--- src/rtl/gds_ram.sv ---
module gds_ram #(
  parameter int WIDTH = 8,
  parameter int DEPTH = 16
) (
  input  logic                     clk,
  input  logic                     we,
  input  logic [$clog2(DEPTH)-1:0] waddr,
  input  logic [WIDTH-1:0]         wdata,
  input  logic [$clog2(DEPTH)-1:0] raddr,
  output logic [WIDTH-1:0]         rdata
);

  logic [WIDTH-1:0] mem [DEPTH];
  logic [WIDTH-1:0] rdata_r;

  always_ff @(posedge clk) begin
    if (we) begin
      mem[waddr] <= wdata;
    end
    rdata_r <= mem[raddr];
  end

  assign rdata = rdata_r;

endmodule

--- config.mk ---
export PLATFORM = sky130hd
export DESIGN_NAME = gds_ram
export DESIGN_NICKNAME = d
export VERILOG_FILES = /design/src/rtl/gds_ram.sv
export SDC_FILE = /design/constraint.sdc
export NUM_CORES = 1
export LEC_CHECK = 0
export ABC_CLOCK_PERIOD_IN_PS = 2100
export BUFFER_PORTS_ARGS = -buffer_cell sky130_fd_sc_hd__buf_4
export CORE_ASPECT_RATIO = 0.8
export CORE_MARGIN = 2
export CORE_UTILIZATION = 55
export DETAILED_ROUTE_END_ITERATION = 10
export MAX_ROUTING_LAYER = met4
export PLACE_DENSITY = 0.73
export SLEW_MARGIN = 20
export SYNTH_ARGS = -nofsm -noshare
export SYNTH_HDL_FRONTEND = slang
export SYNTH_SLANG_ARGS = --single-unit
--- constraint.sdc ---
create_clock -name clk -period 2.1 [get_ports clk]
set_input_delay 0.105 -clock clk [delete_from_list [all_inputs] [get_ports clk]]
set_output_delay 0.105 -clock clk [all_outputs]
set_load 0.02 [all_outputs]
==> flow_summary_export.csv <==
group,metric,value,unit
outcome,status,"complete, no violations",
timing,slew_viol_final,0,
timing,finClkSkew,0.0102,ns
place,place_congestion,0.745,
synth,synth_common_cells,"edfxtp_1 (128), mux4_2 (18), a22oi_1 (16), mux4_1 (14), nor2_1 (13)",
place,dpl.hpwl,5890,microns
global_routing,grt_pass1_vias,2467,
worst_setup_path,arrival,1.68,ns
global_routing,grt_first_pass_wirelength,14400,microns
synth,synth_most_common_cell,"edfxtp_1",
synth,yosysSeqAreaShare,0.778,
place,placed_area,5540,sq um
timing,rsz0062_at_grt,"false",
layout,n_antenna_cell,0,
synth,ys_warn_count,0,
synth,synthCells,229,
worst_setup_path,cp_data_required_time,2.38,ns
pwr,leakage,0.00208,uW
cts,cts.sinks,136,
layout,area_growth,18.5,%
worst_setup_path,cp_slowest_cell,"mux4_2",
floorplan,dieArea,10200,sq um
cts,cts_resized,0,
drt,via_per_inst,5.89,
floorplan,die_h,90.5,microns
synth,yosysTopAreaCell,"edfxtp_1",
layout,stdcell_count,411,
drt,avgRoutedWirePerCell,22.4,microns
job,max_cap_violations,0,
timing,setup_ws,0.702,ns
cts,clkLatencyLatePin,0.41,ns
global_routing,grt-ovfl-total,0,
timing,timing.final.crit_period,1.40,ns
global_routing,gr-usage-all-layers,0.205,
worst_setup_path,ff2ff_setup_slack,0.70,ns
synth,synth_ff_type,"edfxtp_1",
global_routing,antenna_found_initial,0,
drt,met3_length,553,microns
cts,path_clk_slew,0.06,ns
drt,ant_nets,0,
drt,wl,9210,microns
layout,nFillCells,602,
worst_setup_path,r2r-start,"mem[10][6]$_DFFE_PP_",
worst_setup_path,reg2reg_to,"rdata[6]$_DFF_P_",
layout,nets,301,
pwr,power_density,983,nW/um^2
cts,cts_buffer_depth,2,
worst_setup_path,crit_cells,3,
synth,yosysUniqueCellTypes,19,
floorplan,initial_utilization,0.567,
layout,finalInstanceArea,6100,sq um
worst_setup_path,worstPathCellList,"mux4_2 > a22oi_1 > nand2_1",
timing,timing.setup.tns,0,ns
layout,fin_util,0.672,
layout,drive_above_1_share,0.301,
worst_setup_path,critical_path_class,"reg -> reg",
drt,vias,2421,
cts,cts_buffers,17,
global_routing,grt_max_degree,33,
drt,drc_errors,0,
worst_setup_path,critPathLaunch,"mem[10][6]$_DFFE_PP_",
synth,synth-seq-cells,136,
timing,setup_viol,0,
worst_setup_path,worstRegToRegCells,3,
cts,cts-root-buf,"clkbuf_16",
timing,hold_viol,0,
pwr,ir_drop,751,uV
drt,drtIter0Drc,162,
floorplan,die_x,112,microns
worst_setup_path,endpoint,"rdata[6]$_DFF_P_",
drt,maxUsedRoutingLayer,"met4",
synth,synth_top_cell_area_share,0.747,
drt,dr_wl_met2,4470,microns
timing,fmax,715,MHz
worst_setup_path,critPathBufInv,0,
cts,cts_setup_buffers,0,
synth,syn_area,5150,sq um
worst_setup_path,slowest_delay,0.47,ns
drt,first_pass_iters,4,
timing,maxSlewHeadroom,0.500,
timing,min_period_over_period,0.666,
synth,syn-num-nets,247,
synth,yosys-top-cells-area,"edfxtp_1 (75%), mux4_2 (7.9%), mux4_1 (7.1%)",
synth,avgSynthCellArea,22.5,sq um
cts,cts_tree,"done",
worst_setup_path,critPathTopFamily,"multiplexers",
synth,synthArstFlopShare,0,
place,dp_cells,377,
timing,tightest_slew,0.749,ns
place,port_buffers,25,
worst_setup_path,cp_max_fo,1,
drt,wirelength_met1,4130,microns
floorplan,design.portCount,26,
floorplan,core,9080,sq um
worst_setup_path,end_kind,"flip-flop",
floorplan,core.rowCount,31,
worst_setup_path,cp-start-kind,"flip-flop",
worst_hold_path,hold_path.class,"in -> reg",
place,dp_slack,0.511,ns
synth,synth_edf_count,128,
cts,htreeDepth,4,
## area by class of cell
class | count | area (sq um) | area share
clock buffers | 24 | 492 | 0.0806
clock inverters | 8 | 47.5 | 0.00779
multi-input cells | 83 | 1060 | 0.173
flip-flops and latches | 136 | 4000 | 0.656
well taps | 115 | 144 | 0.0236
repair buffers | 45 | 355 | 0.0583
## how the worst min path moves through the flow
| stage | startpoint | end | cells after the start |
|---|---|---|---|
| floorplan | wdata[0] | mem[0][0]$_DFFE_PP_ | 0 |
| global placement | wdata[1] | mem[4][1]$_DFFE_PP_ | 1 |
| detailed placement | wdata[1] | mem[6][1]$_DFFE_PP_ | 1 |
| CTS | wdata[0] | mem[2][0]$_DFFE_PP_ | 1 |
| global route | wdata[5] | mem[7][5]$_DFFE_PP_ | 1 |
| finish | wdata[3] | mem[11][3]$_DFFE_PP_ | 1 |
## metrics by stage
step	total power [uW]	hold slack [ns]
2_1_floorplan	3280	0.204
4_1_cts	6040	0.00397
6_report	6000	0.00964
5_1_grt	6190	0.00970
3_3_place_gp	3420	0.408
3_5_place_dp	3420	0.428
## cells in the final DEF (no fill, tap or decap), drive strengths merged
cell / netlist / layout
nand2: 9 / 9
nor3: 4 / 4
buf: 7 / 43
or3b: 1 / 1
dfxtp: 8 / 8
a22oi: 16 / 16
nor2b: 1 / 1
and2: 1 / 1
and2b: 1 / 1
clkinvlp: 0 / 4
nand3: 1 / 1
nand3b: 2 / 2
clkbuf: 0 / 24
nand2b: 2 / 2
nor2: 13 / 13
edfxtp: 128 / 128
mux4: 32 / 32
dlygate4sd3: 0 / 2
clkinv: 0 / 4
## report_power, final
part | leakage [uW] | internal (uW) | switching (uW)
sequential | 0.00122 | 3040 | 20.0
combinational | 0.000600 | 141 | 172
clock | 0.000253 | 1620 | 1010
## sequential cells by signal, indices dropped and copies added (netlist names)
| name | flops |
|---|---|
| mem | 128 |
| rdata | 8 |
## layer usage
metal / vias to the layer above / global-route usage
met4: 0 / 0.0701
met1: 1262 / 0.279
met3: 6 / 0.0638
met2: 68 / 0.300
met5: - / -
li1: 1085 / -
## repair_timing
| action | 4_1_cts | 5_1_grt |
|---|---|---|
| endpoints found under the setup margin | 0 | 0 |
| hold buffers | 2 | 0 |
| hold endpoints to repair | 5 | 0 |
## logic make-up (layout without fill, tap and decap cells)
kind of cell / after synthesis / in the layout / synth area share
buffers and inverters: 10 / 77 / 0.0168
DFF: 136 / 136 / 0.778
muxes: 32 / 32 / 0.150
AOI/OAI and AO/OA: 16 / 16 / 0.0233
and+or+nand+nor: 35 / 35 / 0.0318
(Power assumes the default switching activity.)
